## config.mk

```make
export PLATFORM = sky130hd
export DESIGN_NAME = gamepad_report_normalizer_top
export DESIGN_NICKNAME = d
export VERILOG_FILES = /design/src/design/gprn_pkg.sv /design/src/design/gamepad_report_normalizer_top.sv /design/src/design/gprn_front.sv /design/src/design/gprn_div_stage.sv /design/src/design/gprn_output.sv
export SDC_FILE = /design/constraint.sdc
export NUM_CORES = 2
export LEC_CHECK = 0
export BUFFER_PORTS_ARGS = -buffer_cell sky130_fd_sc_hd__buf_2
export CORE_MARGIN = 3
export CORE_UTILIZATION = 45
export CTS_CLUSTER_SIZE = 14
export DETAILED_ROUTE_END_ITERATION = 10
export PLACE_DENSITY = 0.7
export SLEW_MARGIN = 0
export SYNTH_ARGS = -nofsm -noshare
export SYNTH_HDL_FRONTEND = slang
export SYNTH_HIERARCHICAL = 1
export SYNTH_SLANG_ARGS = --single-unit
export TNS_END_PERCENT = 20
```

## constraint.sdc

```tcl
create_clock -name clk -period 6.1 [get_ports clk]
set_input_delay 0.915 -clock clk [delete_from_list [all_inputs] [get_ports clk]]
set_output_delay 0.915 -clock clk [all_outputs]
set_load 0.005 [all_outputs]
```

## src/design/gprn_pkg.sv

```systemverilog
// ----------------------------------------------------------------------------
// Gamepad report normaliser package
// Widths, reset values, register indexes and pipeline payload types.
// ----------------------------------------------------------------------------
`default_nettype none

package gprn_pkg;

  localparam int MAG_W  = 15;
  localparam int QW     = 7;
  localparam int NUM_W  = MAG_W + QW;
  localparam int RAW_W  = 16;
  localparam int POS_W  = 8;

  localparam logic [MAG_W-1:0] THUMB_MAX = 15'h7FFF;
  localparam logic [POS_W-1:0] POS_MIN   = 8'h80;
  localparam logic [POS_W-1:0] POS_MAX   = 8'h7F;

  localparam logic [14:0] LEFT_DZ_RST  = 15'd7849;
  localparam logic [14:0] RIGHT_DZ_RST = 15'd8689;
  localparam logic [6:0]  DIG_TH_RST   = 7'd32;
  localparam logic [7:0]  TRIG_TH_RST  = 8'd30;

  localparam int DEF_QBITS_PER_STAGE = 2;

  typedef enum logic [1:0] {
    CFG_LEFT_DZ  = 2'd0,
    CFG_RIGHT_DZ = 2'd1,
    CFG_DIG_TH   = 2'd2,
    CFG_TRIG_TH  = 2'd3
  } cfg_idx_t;

  typedef struct packed {
    logic             zero;
    logic             neg;
    logic [NUM_W-1:0] rem;
    logic [QW-1:0]    quo;
  } lane_t;

  typedef struct packed {
    logic [15:0] buttons;
    logic        lt_hit;
    logic        rt_hit;
  } side_t;

endpackage

`default_nettype wire

```

## src/design/gamepad_report_normalizer_top.sv

```systemverilog
// ----------------------------------------------------------------------------
// Gamepad report normaliser
// Each report is registered through the axis front end, the divider stages and
// the output stage, with QBITS_PER_STAGE (default two) quotient bits per stage.
// Throughput: one report per cycle; busy is high only while rst_n is low.
// Reset clears the valid chain and loads the register reset values.
// ----------------------------------------------------------------------------
`default_nettype none

module gamepad_report_normalizer_top
  import gprn_pkg::*;
#(
  parameter int QBITS_PER_STAGE = DEF_QBITS_PER_STAGE
)
(
  input  wire logic                    clk,
  input  wire logic                    rst_n,
  input  wire logic                    start,
  output logic                         busy,
  input  wire logic [15:0]             in_raw_buttons,
  input  wire logic [7:0]              in_left_trigger_raw,
  input  wire logic [7:0]              in_right_trigger_raw,
  input  wire logic signed [RAW_W-1:0] in_left_x_raw,
  input  wire logic signed [RAW_W-1:0] in_left_y_raw,
  input  wire logic signed [RAW_W-1:0] in_right_x_raw,
  input  wire logic signed [RAW_W-1:0] in_right_y_raw,
  input  wire logic                    cfg_we,
  input  wire logic [1:0]              cfg_index,
  input  wire logic [14:0]             cfg_wdata,
  output logic                         out_valid,
  output logic signed [POS_W-1:0]      out_left_x_pos,
  output logic signed [POS_W-1:0]      out_left_y_pos,
  output logic signed [POS_W-1:0]      out_right_x_pos,
  output logic signed [POS_W-1:0]      out_right_y_pos,
  output logic [3:0]                   out_low_direction_flags,
  output logic [3:0]                   out_high_direction_flags,
  output logic [15:0]                  out_button_states
);

  localparam int NSTG    = (QW + QBITS_PER_STAGE - 1) / QBITS_PER_STAGE;
  localparam int LATENCY = NSTG + 3;

  logic [14:0] ldz_r, ldz_nxt;
  logic [14:0] rdz_r, rdz_nxt;
  logic [6:0]  dth_r, dth_nxt;
  logic [7:0]  tth_r, tth_nxt;

  logic [LATENCY-1:0] vld_r, vld_nxt;
  logic               accept;

  side_t side_a_r, side_a_nxt;
  side_t side_r [NSTG+1];
  side_t side_b_nxt;

  lane_t lane_s [NSTG+1][4];

  logic [MAG_W-1:0] ldiv, rdiv;
  logic signed [RAW_W-1:0] raw [4];
  logic [MAG_W-1:0] lane_dz  [4];
  logic [MAG_W-1:0] lane_div [4];

  assign busy   = ~rst_n;
  assign accept = start & ~busy;

  always_comb begin
    ldz_nxt = ldz_r;
    rdz_nxt = rdz_r;
    dth_nxt = dth_r;
    tth_nxt = tth_r;
    if (cfg_we) begin
      case (cfg_idx_t'(cfg_index))
        CFG_LEFT_DZ:  ldz_nxt = cfg_wdata;
        CFG_RIGHT_DZ: rdz_nxt = cfg_wdata;
        CFG_DIG_TH:   dth_nxt = cfg_wdata[6:0];
        CFG_TRIG_TH:  tth_nxt = cfg_wdata[7:0];
        default: ;
      endcase
    end
  end

  always_ff @(posedge clk) begin
    if (!rst_n) begin
      ldz_r <= LEFT_DZ_RST;
      rdz_r <= RIGHT_DZ_RST;
      dth_r <= DIG_TH_RST;
      tth_r <= TRIG_TH_RST;
      vld_r <= '0;
    end else begin
      ldz_r <= ldz_nxt;
      rdz_r <= rdz_nxt;
      dth_r <= dth_nxt;
      tth_r <= tth_nxt;
      vld_r <= vld_nxt;
    end
  end

  always_comb begin
    vld_nxt = {vld_r[LATENCY-2:0], accept};
  end

  // side band: buttons and trigger compares
  always_comb begin
    side_a_nxt.buttons = in_raw_buttons;
    side_a_nxt.lt_hit  = (in_left_trigger_raw > tth_r);
    side_a_nxt.rt_hit  = (in_right_trigger_raw > tth_r);
    side_b_nxt         = side_a_r;
  end

  always_ff @(posedge clk) begin
    side_a_r  <= side_a_nxt;
    side_r[0] <= side_b_nxt;
  end

  assign ldiv = THUMB_MAX - ldz_r;
  assign rdiv = THUMB_MAX - rdz_r;

  always_comb begin
    raw[0]      = in_left_x_raw;
    raw[1]      = in_left_y_raw;
    raw[2]      = in_right_x_raw;
    raw[3]      = in_right_y_raw;
    lane_dz[0]  = ldz_r;
    lane_dz[1]  = ldz_r;
    lane_dz[2]  = rdz_r;
    lane_dz[3]  = rdz_r;
    lane_div[0] = ldiv;
    lane_div[1] = ldiv;
    lane_div[2] = rdiv;
    lane_div[3] = rdiv;
  end

  for (genvar i = 0; i < 4; i++) begin : g_front
    gprn_front u_front (
      .clk    (clk),
      .raw    (raw[i]),
      .dz     (lane_dz[i]),
      .lane_o (lane_s[0][i])
    );
  end

  for (genvar s = 0; s < NSTG; s++) begin : g_div
    localparam int TB   = QW - 1 - s * QBITS_PER_STAGE;
    localparam int LEFT = QW - s * QBITS_PER_STAGE;
    localparam int NB   = (LEFT < QBITS_PER_STAGE) ? LEFT : QBITS_PER_STAGE;

    for (genvar i = 0; i < 4; i++) begin : g_lane
      gprn_div_stage #(
        .TOP_BIT (TB),
        .NBITS   (NB)
      ) u_div (
        .clk     (clk),
        .lane_i  (lane_s[s][i]),
        .divisor (lane_div[i]),
        .lane_o  (lane_s[s+1][i])
      );
    end

    always_ff @(posedge clk) begin
      side_r[s+1] <= side_r[s];
    end
  end

  gprn_output u_out (
    .clk         (clk),
    .lanes       (lane_s[NSTG]),
    .side        (side_r[NSTG]),
    .dig_th      (dth_r),
    .left_x_pos  (out_left_x_pos),
    .left_y_pos  (out_left_y_pos),
    .right_x_pos (out_right_x_pos),
    .right_y_pos (out_right_y_pos),
    .low_flags   (out_low_direction_flags),
    .high_flags  (out_high_direction_flags),
    .buttons     (out_button_states)
  );

  assign out_valid = vld_r[LATENCY-1];

endmodule

`default_nettype wire

```

## src/design/gprn_front.sv

```systemverilog
// ----------------------------------------------------------------------------
// Axis front end
// Clamp, magnitude, deadzone test, then numerator (|v|-dz)*127. Two stages.
// ----------------------------------------------------------------------------
`default_nettype none

module gprn_front
  import gprn_pkg::*;
(
  input  wire logic                    clk,
  input  wire logic signed [RAW_W-1:0] raw,
  input  wire logic [MAG_W-1:0]        dz,
  output lane_t                        lane_o
);

  logic [RAW_W-1:0] mag_full;
  logic [MAG_W-1:0] mag;

  logic             neg_r,  neg_nxt;
  logic             zero_r, zero_nxt;
  logic [MAG_W-1:0] diff_r, diff_nxt;
  lane_t            lane_r, lane_nxt;

  always_comb begin
    mag_full = raw[RAW_W-1] ? (~raw + RAW_W'(1)) : raw;
    mag      = mag_full[RAW_W-1] ? THUMB_MAX : mag_full[MAG_W-1:0];
    neg_nxt  = raw[RAW_W-1];
    zero_nxt = (mag <= dz);
    diff_nxt = mag - dz;
  end

  always_comb begin
    lane_nxt.zero = zero_r;
    lane_nxt.neg  = neg_r;
    lane_nxt.rem  = {diff_r, {QW{1'b0}}} - {{QW{1'b0}}, diff_r};
    lane_nxt.quo  = '0;
  end

  always_ff @(posedge clk) begin
    neg_r  <= neg_nxt;
    zero_r <= zero_nxt;
    diff_r <= diff_nxt;
    lane_r <= lane_nxt;
  end

  assign lane_o = lane_r;

endmodule

`default_nettype wire

```

## src/design/gprn_div_stage.sv

```systemverilog
// ----------------------------------------------------------------------------
// Divider stage
// Restoring division, NBITS quotient bits from TOP_BIT downwards, registered.
// ----------------------------------------------------------------------------
`default_nettype none

module gprn_div_stage
  import gprn_pkg::*;
#(
  parameter int TOP_BIT = QW - 1,
  parameter int NBITS   = DEF_QBITS_PER_STAGE
)
(
  input  wire logic             clk,
  input  wire lane_t            lane_i,
  input  wire logic [MAG_W-1:0] divisor,
  output lane_t                 lane_o
);

  lane_t            cur;
  logic [NUM_W-1:0] trial;
  lane_t            lane_r, lane_nxt;

  always_comb begin
    cur   = lane_i;
    trial = '0;
    for (int k = 0; k < NBITS; k++) begin
      trial = NUM_W'(divisor) << (TOP_BIT - k);
      if (cur.rem >= trial) begin
        cur.rem                = cur.rem - trial;
        cur.quo[TOP_BIT - k]   = 1'b1;
      end
    end
    lane_nxt = cur;
  end

  always_ff @(posedge clk) begin
    lane_r <= lane_nxt;
  end

  assign lane_o = lane_r;

endmodule

`default_nettype wire

```

## src/design/gprn_output.sv

```systemverilog
// ----------------------------------------------------------------------------
// Output stage
// Sign and Y inversion, direction flags, D-pad override, button remap.
// ----------------------------------------------------------------------------
`default_nettype none

module gprn_output
  import gprn_pkg::*;
(
  input  wire logic                    clk,
  input  wire lane_t                   lanes [4],
  input  wire side_t                   side,
  input  wire logic [6:0]              dig_th,
  output logic signed [POS_W-1:0]      left_x_pos,
  output logic signed [POS_W-1:0]      left_y_pos,
  output logic signed [POS_W-1:0]      right_x_pos,
  output logic signed [POS_W-1:0]      right_y_pos,
  output logic [3:0]                   low_flags,
  output logic [3:0]                   high_flags,
  output logic [15:0]                  buttons
);

  logic [POS_W-1:0]   mag   [4];
  logic [POS_W-1:0]   pos   [4];
  logic               sgn;
  logic signed [POS_W:0] ps;
  logic signed [POS_W:0] ths;
  logic [3:0]         lo, hi;
  logic [15:0]        b;

  logic [POS_W-1:0]   pos_r [4];
  logic [POS_W-1:0]   pos_nxt [4];
  logic [3:0]         lo_r, lo_nxt;
  logic [3:0]         hi_r, hi_nxt;
  logic [15:0]        btn_r, btn_nxt;

  always_comb begin
    b   = side.buttons;
    ths = $signed({2'b00, dig_th});
    lo  = '0;
    hi  = '0;
    for (int i = 0; i < 4; i++) begin
      mag[i] = lanes[i].zero ? '0 : {1'b0, lanes[i].quo};
      sgn    = lanes[i].neg ^ (i % 2 == 1);
      pos[i] = sgn ? (~mag[i] + POS_W'(1)) : mag[i];
      ps     = $signed({pos[i][POS_W-1], pos[i]});
      lo[i]  = (ps < -ths);
      hi[i]  = (ps > ths);
    end

    if (b[2]) begin
      pos[0] = POS_MIN; lo[0] = 1'b1; hi[0] = 1'b0;
    end else if (b[3]) begin
      pos[0] = POS_MAX; lo[0] = 1'b0; hi[0] = 1'b1;
    end
    if (b[0]) begin
      pos[1] = POS_MIN; lo[1] = 1'b1; hi[1] = 1'b0;
    end else if (b[1]) begin
      pos[1] = POS_MAX; lo[1] = 1'b0; hi[1] = 1'b1;
    end

    for (int i = 0; i < 4; i++) begin
      pos_nxt[i] = pos[i];
    end
    lo_nxt  = lo;
    hi_nxt  = hi;
    btn_nxt = {side.rt_hit, side.lt_hit, b[3:0], b[7:6], b[4], b[5], b[9:8], b[15:12]};
  end

  always_ff @(posedge clk) begin
    for (int i = 0; i < 4; i++) begin
      pos_r[i] <= pos_nxt[i];
    end
    lo_r  <= lo_nxt;
    hi_r  <= hi_nxt;
    btn_r <= btn_nxt;
  end

  assign left_x_pos  = $signed(pos_r[0]);
  assign left_y_pos  = $signed(pos_r[1]);
  assign right_x_pos = $signed(pos_r[2]);
  assign right_y_pos = $signed(pos_r[3]);
  assign low_flags   = lo_r;
  assign high_flags  = hi_r;
  assign buttons     = btn_r;

endmodule

`default_nettype wire

```

==> flow_summary.toml <==
[status]
status = "complete, no violations"

[floorplan]
dieArea_um2 = 124000
core_um2 = 119000
fp.dieH_um = 352
top_level_ports = 175
start_util = 0.456
die_w_um = 352
row_count = 126

[run]
drv_cap = 0

[final_layout]
seqCellArea_um2 = 15500
finish.net_count = 7275
areaGrowthSynthToFinish_pct = 11.4
multi_input_area_um2 = 35600
fillers = 11100
drive_gt1_frac = 0.129

[power]
power.internal_mw = 23.5
combinationalPowerShare = 0.670
p_leak_nw = 27.2
cellPowerDensity_nw_per_um2 = 694
p_switching_mw = 18.3
ir_worst_vdd_mv = 0.316
finalPower_mw = 41.8
p_clk_frac = 0.135
p_sw_frac = 0.438
seq_power_share = 0.196

[clock_tree]
clock-sinks = 776
cts_buffers = 86
cts_max_path_buffers = 3
cts_tree = "yes"
cts.clk_slew.worst_paths_ns = 0.06
cts_root_buf = "clkbuf_16"
cts_setup_buffers = 0
clkLatencyLatePin_ns = 0.70
cts_max_level = 3

[timing]
maxSlewHeadroom = 0.303
rsz0062_at_grt = "false"
worst_pin_slew_ns = 1.04
period_needed_ns = 5.73
setup_tns_ns = 0
skew_ns = 0.0645
hold_violations = 0
timing.final.crit_share = 0.940
hold-worst-slack_ns = 0.318
fmax_mhz = 174
finalSetupViolCount = 0
final-max-slew-violation-count = 0

[placed_design]
hpwl_um = 123000
io_buffers = 172
routabilityCongestion = 0.967

[logic_synthesis]
syn_inst = 6280
syn_area_um2 = 54000
yosysWarningCount = 6
avgSynthCellArea_um2 = 8.60

[global_route]
gr-usage-all-layers = 0.237
grt.overflow.total = 0
grt_pass1_vias = 44200
grt_pass1_wl_um = 238000
grt_max_degree = 29
antenna_found_initial = 18

[setup_path]
worstSetupPathType = "reg -> reg"
startpoint_type = "flip-flop"
end_kind = "flip-flop"
critPathArrivalTime_ns = 6.30
critical_path_peak_fanout = 15
critPathRequiredTime_ns = 6.66

[route]
firstDrtPassIters = 6
drc = 0
vias_per_cell = 5.58
routedWlPerCell_um = 18.6
drt_iter0_drc = 3102
wl_um = 152000
ant_nets = 0
num_vias = 45700

[min_path]
hp-class = "reg -> reg"
metrics by stage:
step / util / cell area [um2] / setup WS [ns] / std cells
5_1_grt: 0.508 / 60200 / 0.0434 / 8192
6_report: 0.508 / 60200 / 0.366 / 8197
3_5_place_dp: 0.481 / 57000 / 0.383 / 8037
3_3_place_gp: 0.481 / 57000 / 0.483 / 8037
2_1_floorplan: - / 54100 / 0.691 / 6304
4_1_cts: 0.508 / 60200 / 0.349 / 8192
final cells by class:
type / count / area share
clock inverters: 49 / 0.0129
clock buffers: 106 / 0.0390
multi-input cells: 4831 / 0.592
flip-flops and latches: 776 / 0.258
inverters: 537 / 0.0336
well taps: 1600 / 0.0333
repair buffers: 293 / 0.0313
diodes: 5 / 0.000208
power groups by stage:
stage	combinational, mW	clock (mW)	sequential [mW]
finish	28.0	5.63	8.18
floorplan	22.5	0	7.75
CTS	27.7	5.77	8.17
detailed placement	27.5	0	8.26
global placement	27.0	0	8.24
global route	31.0	5.98	8.34
cells in the final DEF (no fill, tap or decap), types with 104 or more instances in the layout:
cell type,instances
nand2_1,572
ha_1,601
dfxtp_1,776
o21a_1,123
nand3_1,109
nor2_1,462
a21oi_1,438
o21ai_0,311
buf_2,172
mux2_2,104
xor2_1,171
a21o_1,119
xnor2_1,271
inv_1,535
buf_4,112
path summary, 6_finish.rpt:
check / slack (ns) / to / startpoint / cells after the start
worst min-delay path: 0.32 / u_out/buttons[7] / side_r[0][78] / 0
worst min register to register: 0.32 / u_out/buttons[7] / side_r[0][78] / 0
worst max register to register: 0.37 / g_div[1].g_lane[0].u_div/lane_o[28] / ldz_r[0] / 18
worst max-delay path: 0.37 / g_div[1].g_lane[0].u_div/lane_o[28] / ldz_r[0] / 18
per-layer routing:
| metal | share of wire | track usage | wire length (um) | vias up |
|---|---|---|---|---|
| met3 | 0.057 | 0.0354 | 8690 | 321 |
| met4 | 0.040 | 0.0951 | 6130 | 10 |
| met5 | 0.00047 | 0 | 71 | - |
| li1 | - | - | - | 22800 |
| met1 | 0.44 | 0.300 | 66800 | 21400 |
| met2 | 0.46 | 0.403 | 70600 | 1191 |
sequential cells by signal (all words and copies together) (netlist names):
signal	cells
u_out/high_flags	4
side_a_r	16
g_front.u_front/diff_r	60
vld_r	7
ldz_r	15
g_front.u_front/zero_r	4
g_div.g_lane.u_div/lane_o	408
u_out/buttons	16
dth_r	7
side_r	80
g_front.u_front/lane_o	96
g_front.u_front/neg_r	4
u_out/pos_r	32
tth_r	8
u_out/low_flags	4
rdz_r	15
worst max-delay path: stages (launching register included):
cell        delay, ns
dfxtp_1          0.55
clkinvlp_4       0.35
ha_1             0.28
inv_1            0.07
fa_1             0.24
a211oi_1         0.12
o21ai_0          0.28
a21oi_2          0.13
o211ai_2         0.60
buf_4            0.28
mux2_2           0.37
ha_1             0.40
a2111o_1         0.39
o21ai_0          0.38
a21oi_1          0.21
nor4_1           0.20
o21ai_0          0.18
nor3_1           0.19
mux2_2           0.36
repair_timing:
item | in CTS | in global routing
endpoints found under the setup margin | 0 | 26
resized for setup | 0 | 2
hold buffers | 0 | 0
endpoints found under the hold margin | 0 | 0
Power figures use the tool's default switching activity.
